$ cat config.mk
export PLATFORM = sky130hd
export DESIGN_NAME = stream_extremum_pair_finder
export DESIGN_NICKNAME = d
export VERILOG_FILES = /design/src/sv/sepf_pkg.sv /design/src/sv/sepf_in_stage.sv /design/src/sv/sepf_core.sv /design/src/sv/sepf_out_stage.sv /design/src/sv/stream_extremum_pair_finder.sv
export SDC_FILE = /design/constraint.sdc
export NUM_CORES = 1
export LEC_CHECK = 0
export ABC_CLOCK_PERIOD_IN_PS = 7350
export BUFFER_PORTS_ARGS = -buffer_cell sky130_fd_sc_hd__buf_2
export CELL_PAD_IN_SITES_DETAIL_PLACEMENT = 1
export CELL_PAD_IN_SITES_GLOBAL_PLACEMENT = 1
export CORE_UTILIZATION = 45
export CTS_BUF_LIST = sky130_fd_sc_hd__clkbuf_2
export DETAILED_ROUTE_END_ITERATION = 7
export GPL_ROUTABILITY_DRIVEN = 0
export PLACE_DENSITY_LB_ADDON = 0.1
export SETUP_SLACK_MARGIN = 0.1
export SLEW_MARGIN = 20
export SYNTH_ARGS = -nofsm -noshare
export SYNTH_HDL_FRONTEND = slang
export SYNTH_SLANG_ARGS = --single-unit
$ cat constraint.sdc
create_clock -name i_clk -period 7.35 [get_ports i_clk]
set_input_delay 1.47 -clock i_clk [delete_from_list [all_inputs] [get_ports i_clk]]
set_output_delay 1.47 -clock i_clk [all_outputs]
set_load 0.02 [all_outputs]
$ cat src/sv/sepf_pkg.sv
// Shared types, constants and helpers of the stream extremum pair finder.
// No dependencies; every other file of the block imports this package.
package sepf_pkg;

    localparam int SAMPLE_W = 32;

    // saturating item counters since the last rise and the last fall
    localparam logic [1:0] CNT_TOP = 2'd3;
    localparam logic [1:0] CNT_HIT = 2'd2;

    typedef logic signed [SAMPLE_W-1:0] t_sample;

    typedef struct packed {
        t_sample x;
        t_sample y;
    } t_point;

    typedef struct packed {
        t_point lo;
        t_point hi;
        logic   both;
    } t_result;

    function automatic logic [1:0] sat_bump(input logic [1:0] c);
        return (c == CNT_TOP) ? CNT_TOP : c + 2'd1;
    endfunction

endpackage

$ cat src/sv/sepf_in_stage.sv
// Input register of the stream extremum pair finder: one point transaction.
// Depends on sepf_pkg.
module sepf_in_stage
    import sepf_pkg::*;
(
    input  logic    i_clk,
    input  logic    i_rst_n,
    input  logic    i_valid,
    output logic    o_ready,
    input  t_sample i_x,
    input  t_sample i_y,
    input  logic    i_last,
    input  logic    i_advance,
    output logic    o_valid,
    output t_sample o_x,
    output t_sample o_y,
    output logic    o_last
);

    logic    r_valid;
    t_sample r_x;
    t_sample r_y;
    logic    r_last;

    assign o_ready = !r_valid || i_advance;

    always_ff @(posedge i_clk) begin
        if (!i_rst_n) begin
            r_valid <= 1'b0;
        end else if (o_ready) begin
            r_valid <= i_valid;
        end
    end

    always_ff @(posedge i_clk) begin
        if (i_valid && o_ready) begin
            r_x    <= i_x;
            r_y    <= i_y;
            r_last <= i_last;
        end
    end

    assign o_valid = r_valid;
    assign o_x     = r_x;
    assign o_y     = r_y;
    assign o_last  = r_last;

endmodule

$ cat src/sv/sepf_core.sv
// Search state of the stream extremum pair finder: window, counters, extrema.
// Depends on sepf_pkg. Produces the result of a last point combinationally.
module sepf_core
    import sepf_pkg::*;
(
    input  logic    i_clk,
    input  logic    i_rst_n,
    input  logic    i_step,
    input  t_sample i_x,
    input  t_sample i_y,
    input  logic    i_last,
    output t_result o_res
);

    localparam logic [1:0] PTS_NONE = 2'd0;
    localparam logic [1:0] PTS_ONE  = 2'd1;
    localparam logic [1:0] PTS_TWO  = 2'd2;

    t_point     r_win_old, n_win_old;
    t_point     r_win_new, n_win_new;
    logic [1:0] r_points, n_points;
    t_point     r_ser_min, n_ser_min;
    t_point     r_ser_max, n_ser_max;
    t_point     r_ext_min, n_ext_min;
    t_point     r_ext_max, n_ext_max;
    logic [1:0] r_fall_cnt, n_fall_cnt;
    logic [1:0] r_rise_cnt, n_rise_cnt;
    logic       r_min_found, n_min_found;
    logic       r_max_found, n_max_found;
    logic       r_done, n_done;

    t_point cur;
    logic   rise;
    logic   fall;

    assign cur  = '{x: i_x, y: i_y};
    assign rise = (r_win_old.y < r_win_new.y) && (r_win_new.y < i_y);
    assign fall = (r_win_new.y < r_win_old.y) && (i_y < r_win_new.y);

    always_comb begin
        n_win_old   = r_win_old;
        n_win_new   = r_win_new;
        n_points    = r_points;
        n_ser_min   = r_ser_min;
        n_ser_max   = r_ser_max;
        n_ext_min   = r_ext_min;
        n_ext_max   = r_ext_max;
        n_fall_cnt  = r_fall_cnt;
        n_rise_cnt  = r_rise_cnt;
        n_min_found = r_min_found;
        n_max_found = r_max_found;
        n_done      = r_done;

        if (i_step && !r_done) begin
            case (r_points)
                PTS_NONE: begin
                    n_ser_min = cur;
                    n_ser_max = cur;
                    n_win_old = r_win_new;
                    n_win_new = cur;
                    n_points  = PTS_ONE;
                end
                PTS_ONE: begin
                    if (i_y < r_ser_min.y) n_ser_min = cur;
                    if (r_ser_max.y < i_y) n_ser_max = cur;
                    n_win_old = r_win_new;
                    n_win_new = cur;
                    n_points  = PTS_TWO;
                end
                default: begin
                    if (rise) begin
                        if (!r_min_found && r_fall_cnt == CNT_HIT) begin
                            n_ext_min   = r_win_old;
                            n_min_found = 1'b1;
                        end
                        n_rise_cnt  = 2'd0;
                        n_max_found = r_max_found && n_min_found;
                    end else if (fall) begin
                        if (!r_max_found && r_rise_cnt == CNT_HIT) begin
                            n_ext_max   = r_win_old;
                            n_max_found = 1'b1;
                        end
                        n_fall_cnt  = 2'd0;
                        n_min_found = r_min_found && n_max_found;
                    end
                    if (n_min_found && n_max_found) begin
                        n_done = 1'b1;
                    end else begin
                        n_fall_cnt = sat_bump(n_fall_cnt);
                        n_rise_cnt = sat_bump(n_rise_cnt);
                        n_win_old  = r_win_new;
                        n_win_new  = cur;
                        if (i_y < r_ser_min.y) n_ser_min = cur;
                        if (r_ser_max.y < i_y) n_ser_max = cur;
                    end
                end
            endcase
        end

        // result of this point, taken before the end-of-series clear
        o_res.both = n_min_found && n_max_found;
        o_res.lo   = o_res.both ? n_ext_min : n_ser_min;
        o_res.hi   = o_res.both ? n_ext_max : n_ser_max;

        if (i_step && i_last) begin
            n_win_old   = '0;
            n_win_new   = '0;
            n_points    = PTS_NONE;
            n_ser_min   = '0;
            n_ser_max   = '0;
            n_ext_min   = '0;
            n_ext_max   = '0;
            n_fall_cnt  = CNT_TOP;
            n_rise_cnt  = CNT_TOP;
            n_min_found = 1'b0;
            n_max_found = 1'b0;
            n_done      = 1'b0;
        end
    end

    always_ff @(posedge i_clk) begin
        if (!i_rst_n) begin
            r_win_old   <= '0;
            r_win_new   <= '0;
            r_points    <= PTS_NONE;
            r_ser_min   <= '0;
            r_ser_max   <= '0;
            r_ext_min   <= '0;
            r_ext_max   <= '0;
            r_fall_cnt  <= CNT_TOP;
            r_rise_cnt  <= CNT_TOP;
            r_min_found <= 1'b0;
            r_max_found <= 1'b0;
            r_done      <= 1'b0;
        end else begin
            r_win_old   <= n_win_old;
            r_win_new   <= n_win_new;
            r_points    <= n_points;
            r_ser_min   <= n_ser_min;
            r_ser_max   <= n_ser_max;
            r_ext_min   <= n_ext_min;
            r_ext_max   <= n_ext_max;
            r_fall_cnt  <= n_fall_cnt;
            r_rise_cnt  <= n_rise_cnt;
            r_min_found <= n_min_found;
            r_max_found <= n_max_found;
            r_done      <= n_done;
        end
    end

    a_done_needs_both: assert property (@(posedge i_clk) disable iff (!i_rst_n)
        r_done |-> (r_min_found && r_max_found))
        else $error("search frozen without both extrema");

    a_points_range: assert property (@(posedge i_clk) disable iff (!i_rst_n)
        r_points != 2'd3)
        else $error("point count beyond two");

    a_clear_after_last: assert property (@(posedge i_clk) disable iff (!i_rst_n)
        (i_step && i_last) |=> (r_points == PTS_NONE && !r_done && !r_min_found
                                && r_fall_cnt == CNT_TOP))
        else $error("state not cleared after last point");

    a_frozen_window: assert property (@(posedge i_clk) disable iff (!i_rst_n)
        (r_done && !(i_step && i_last)) |=> ($stable(r_win_new) && $stable(r_ser_min)))
        else $error("state moved after search froze");

endmodule

$ cat src/sv/sepf_out_stage.sv
// Result register of the stream extremum pair finder.
// Depends on sepf_pkg.
module sepf_out_stage
    import sepf_pkg::*;
(
    input  logic    i_clk,
    input  logic    i_rst_n,
    input  logic    i_load,
    input  t_result i_res,
    output logic    o_can_load,
    output logic    o_valid,
    input  logic    i_ready,
    output t_result o_res
);

    logic    r_valid;
    t_result r_res;

    assign o_can_load = !r_valid || i_ready;

    always_ff @(posedge i_clk) begin
        if (!i_rst_n) begin
            r_valid <= 1'b0;
        end else if (o_can_load) begin
            r_valid <= i_load;
        end
    end

    always_ff @(posedge i_clk) begin
        if (i_load && o_can_load) begin
            r_res <= i_res;
        end
    end

    assign o_valid = r_valid;
    assign o_res   = r_res;

endmodule

$ cat src/sv/stream_extremum_pair_finder.sv
// Top level of the stream extremum pair finder.
// Depends on sepf_pkg, sepf_in_stage, sepf_core and sepf_out_stage.
//
// Usage:
//   Input channel (i_valid / o_ready): one (x, y) point per transaction,
//   i_last_item marks the final point of a series. Output channel
//   (o_valid / i_ready): one transaction per series, issued for the last
//   point only, carrying the found minimum and maximum (o_both_found = 1)
//   or the series minimum and maximum (o_both_found = 0, ties keep the
//   earlier point).
//   Path: a last point passes the input register, then the result
//   register, before its result shows on the output channel.
//   Throughput: one point per cycle while no last point is stalled. The
//   search state is updated in the cycle a point leaves the input
//   register; all comparisons are 32-bit compares in that one stage.
//   Stall: a non-last point never waits on the receiver. A last point
//   waits in the input register while the result register holds an
//   untaken result, and o_ready then drops.
//   Reset (synchronous, i_rst_n low): both registers empty, search state
//   at its start values. The state also clears itself after each last point.
module stream_extremum_pair_finder
    import sepf_pkg::*;
(
    input  logic    i_clk,
    input  logic    i_rst_n,
    input  logic    i_valid,
    output logic    o_ready,
    input  t_sample i_x_sample,
    input  t_sample i_y_sample,
    input  logic    i_last_item,
    output logic    o_valid,
    input  logic    i_ready,
    output t_sample o_x_at_minimum,
    output t_sample o_y_at_minimum,
    output t_sample o_x_at_maximum,
    output t_sample o_y_at_maximum,
    output logic    o_both_found
);

    logic    st_valid;
    t_sample st_x;
    t_sample st_y;
    logic    st_last;
    logic    out_can_load;
    logic    advance;
    t_result core_res;
    t_result out_res;

    // a point moves on unless it is last and the result register is busy
    assign advance = st_valid && (!st_last || out_can_load);

    sepf_in_stage u_in (
        .i_clk     (i_clk),
        .i_rst_n   (i_rst_n),
        .i_valid   (i_valid),
        .o_ready   (o_ready),
        .i_x       (i_x_sample),
        .i_y       (i_y_sample),
        .i_last    (i_last_item),
        .i_advance (advance),
        .o_valid   (st_valid),
        .o_x       (st_x),
        .o_y       (st_y),
        .o_last    (st_last)
    );

    sepf_core u_core (
        .i_clk   (i_clk),
        .i_rst_n (i_rst_n),
        .i_step  (advance),
        .i_x     (st_x),
        .i_y     (st_y),
        .i_last  (st_last),
        .o_res   (core_res)
    );

    sepf_out_stage u_out (
        .i_clk      (i_clk),
        .i_rst_n    (i_rst_n),
        .i_load     (advance && st_last),
        .i_res      (core_res),
        .o_can_load (out_can_load),
        .o_valid    (o_valid),
        .i_ready    (i_ready),
        .o_res      (out_res)
    );

    assign o_x_at_minimum = out_res.lo.x;
    assign o_y_at_minimum = out_res.lo.y;
    assign o_x_at_maximum = out_res.hi.x;
    assign o_y_at_maximum = out_res.hi.y;
    assign o_both_found   = out_res.both;

endmodule

==> metrics.md <==
| Metric | Value |
|---|---|
| Status | `completed` |
| Total GRT Usage | `0.269` |
| Most frequent CP cell | `o31a_1` |
| Clock Skews | `0.124 ns` |
| Crit path largest cell delay | `0.89 ns` |
| H-tree level count | `4` |
| Worst setup margin | `2.28 ns` |
| Rows | `89` |
| Post-place setup slack | `2.19 ns` |
| Number of hold buffers added after cts | `0` |
| Clk sinks | `589` |
| Post-CTS resize count | `0` |
| Vias in the first global route | `22065` |
| Total Neg Setup Slack | `0 ns` |
| Total number of vias | `20907` |
| Worst min-delay path class | `in2reg` |
| Util after Layout | `0.512` |
| Initial DRC Count | `1047` |
| Worst-path clk slew | `0.13 ns` |
| I/O pin total | `200` |
| Lkg Pwr | `0.0116 uW` |
| Crit-path max FO | `26` |
| Pwr Total | `6790 uW` |
| Worst-skew pair later-pin latency | `1.42 ns` |
| DR vias/cell | `5.59` |
| IR drop worst, VDD | `135 uV` |
| Register area share after synthesis | `0.506` |
| TritonCTS clock tree | `built` |
| P per Cell Area | `224 mW/mm^2` |
| Share of cells above drive strength 1 | `0.207` |
| Crit path buf inv count | `2` |
| Slew Viols, Final | `0` |
| Period minus WS final | `5.07 ns` |
| Max frequency | `197 MHz` |
| Top cell type's share of synthesized area | `0.292` |
| Total Wirelength | `82.2 mm` |
| Cell count after synthesis | `2588` |
| Die ar. | `0.0612 sq mm` |
| Number of antenna violations at the first check in global routing | `6` |
| Startpoint Class | `flop` |
| Post-CTS setup buffers | `0` |
| Async SR Flop Fraction | `0` |
| Antenna Nets Post-Route | `0` |
| Final HPWL DP | `50.8 mm` |
| Synthesized flop and latch total | `589` |
| Total gr overflow | `0` |
| Worst-path cell with the longest stage delay | `nor3_4` |
| Area leader, netlist | `dfxtp_1` |
| Final Hold Fails | `0` |
| Critical path type | `reg2reg` |
| First-pass GRT wire length | `125 mm` |
| CTS max path bufs | `3` |
| Final period utilization | `0.690` |
| RSZ-0062 raised after global routing | `false` |
| Post-synth EDFFs | `194` |
| Drc violations | `0` |
| CP startpoint | `u_in.o_y[12]$_DFFE_PP_` |
| Top delay family on crit path | `simple AND/OR/NAND/NOR gates` |
| Syn Nets | `2783` |
| Setup Viol. Count Final | `0` |
| CP cell instances | `inv_1, ha_1, nand4_1, nor4_1, a21boi_0, o31a_1, mux2_4, o31a_1, nor3_4, buf_4, nand2_1, a41oi_2` |
| Largest cells by area after synthesis | `dfxtp_1 (29%), edfxtp_1 (21%), mux2i_1 (13%), ha_1 (5.8%), nand2_1 (5.7%)` |
| Largest net degree at the start of global routing | `221` |
| Pre-antenna DRT Iters | `7` |
| Clock buffer count from CTS | `157` |
| Core area | `0.0592 sq mm` |
| Area Overhead vs Synth | `11.8%` |
| Worst hold start | `i_x_sample[25]` |
| Routed len/inst | `22.0 um` |
| Avg Inst Size Synth | `10.5 sq um` |
| Netlist cell types | `65` |
| Post-synth top flop | `dfxtp_1` |
| Critical Path RT | `8.52 ns` |
| # port buffers | `199` |
| Die Wd | `247 um` |
| CP Capture Type | `flop` |
| Critical R2R Launch | `u_in.o_y[12]$_DFFE_PP_` |
| Fin cells | `3739` |
| Arr. time, crit path | `6.24 ns` |
| Max-slew headroom | `0.164` |
| Starting density of the core | `0.458` |
| Die Ht | `247 um` |
| Nets | `3019` |
| Slew @ Worst Pin | `1.25 ns` |
| CTS root buf | `clkbuf_2` |
| Inst Count DP | `3436` |
| Synthesized area | `0.0271 sq mm` |
| Yosys Warn Count | `0` |
| Max-cap violation count | `0` |
report_power, final:
| part | switching [uW] | internal (uW) | total [uW] | leakage (uW) |
|---|---|---|---|---|
| registers | 87.4 | 3480 | 3560 | 0.00504 |
| logic | 460 | 273 | 733 | 0.00535 |
| clock network | 1480 | 1020 | 2500 | 0.00117 |
flip-flops by register name, indices dropped and copies added (netlist names), 32 cells and up:
register and cells:
u_core.r_ext_min 64, u_in.o_x 32, u_core.r_win_new 64, u_core.r_ext_max 64, u_core.r_win_old 64, u_core.r_ser_min 64
u_core.r_ser_max 64, u_out.o_res 129, u_in.o_y 32
area by class of cell:
type / count / area, sq um
Clock inverter: 46 / 308
Timing Repair Buffer: 231 / 1340
Fill cell: 6713 / 28900
Multi-Input combinational cell: 1737 / 12300
Clock buffer: 249 / 1250
Inverter: 108 / 408
Sequential cell: 589 / 13700
Antenna cell: 6 / 15.0
Tap cell: 773 / 967
worst register-to-register path, stage by stage, from the launching register on:
cell	delay, ns
edfxtp_1	0.47
inv_1	0.13
ha_1	0.31
nand4_1	0.20
nor4_1	0.58
a21boi_0	0.31
o31a_1	0.24
mux2_4	0.36
o31a_1	0.41
nor3_4	0.89
buf_4	0.55
nand2_1	0.19
a41oi_2	0.27
cell usage after synthesis, types with 5 or more instances:
cell type,count
buf_4,13
nor3_1,5
clkbuf_1,78
a41oi_2,61
a21oi_1,176
buf_2,48
a21o_1,15
mux2_2,28
nor2b_1,72
o21a_1,7
nor4_1,5
a31oi_1,69
edfxtp_1,194
nand3_1,16
mux2i_1,351
dfxtp_1,395
buf_6,13
nor2_1,216
nand4_1,24
mux2_1,6
a211oi_1,6
ha_1,126
o21ai_0,22
nand2_1,409
inv_1,107
a22oi_1,65
cells in the final DEF, fill, tap and decap left out, types with 6 or more instances in the layout:
master    Yosys  layout
nand3_1      16      16
ha_1        126     126
mux2_1        6       6
a211oi_1      6       6
nand4_1      24      24
diode_2       0       6
edfxtp_1    194     194
a21oi_1     176     175
a22oi_1      65      65
nor2_1      216     215
inv_1       107     107
buf_4        13      25
o21a_1        7       7
dfxtp_1     395     395
mux2i_1     351     351
a21o_1       15      14
o21ai_0      22      20
nand2_1     409     409
clkbuf_2      0     249
a41oi_2      61      61
buf_2        48     199
a31oi_1      69      67
mux2_2       28      28
nor2b_1      72      72
clkinv_1      0      27
through the flow:
| step | area [sq um] | hold slack, ns |
|---|---|---|
| 2_1_floorplan | 27100 | 0.432 |
| 3_5_place_dp | 28700 | 0.446 |
| 5_1_grt | 30300 | 0.155 |
| 3_3_place_gp | 28700 | 0.435 |
| 6_report | 30300 | 0.230 |
| 4_1_cts | 30300 | 0.0692 |
path summary, 6_finish.rpt:
kind	to	slack, ns	cells after the start
max	u_out.o_res[34]$_DFFE_PP_	2.28	12
max reg2reg	u_out.o_res[34]$_DFFE_PP_	2.28	12
min reg2reg	u_core.r_win_old[42]$_SDFFE_PP0P_	0.45	2
min	u_in.o_x[25]$_DFFE_PP_	0.23	1
logic make-up after synthesis:
group | share of synthesized area
xor gates and xnor gates | 0.000323
muxes | 0.144
DFF | 0.506
adders and majority gates | 0.0581
AOI/OAI and AO/OA | 0.129
and+or+nand+nor | 0.118
buffers and inverters | 0.0439
metal layers:
| layer | GRT usage | wire (um) |
|---|---|---|
| met2 | 0.446 | 39700 |
| met1 | 0.341 | 36900 |
| met4 | 0.109 | 2180 |
| met5 | 0 | 39 |
| met3 | 0.0547 | 3430 |
(Power assumes the default switching activity.)
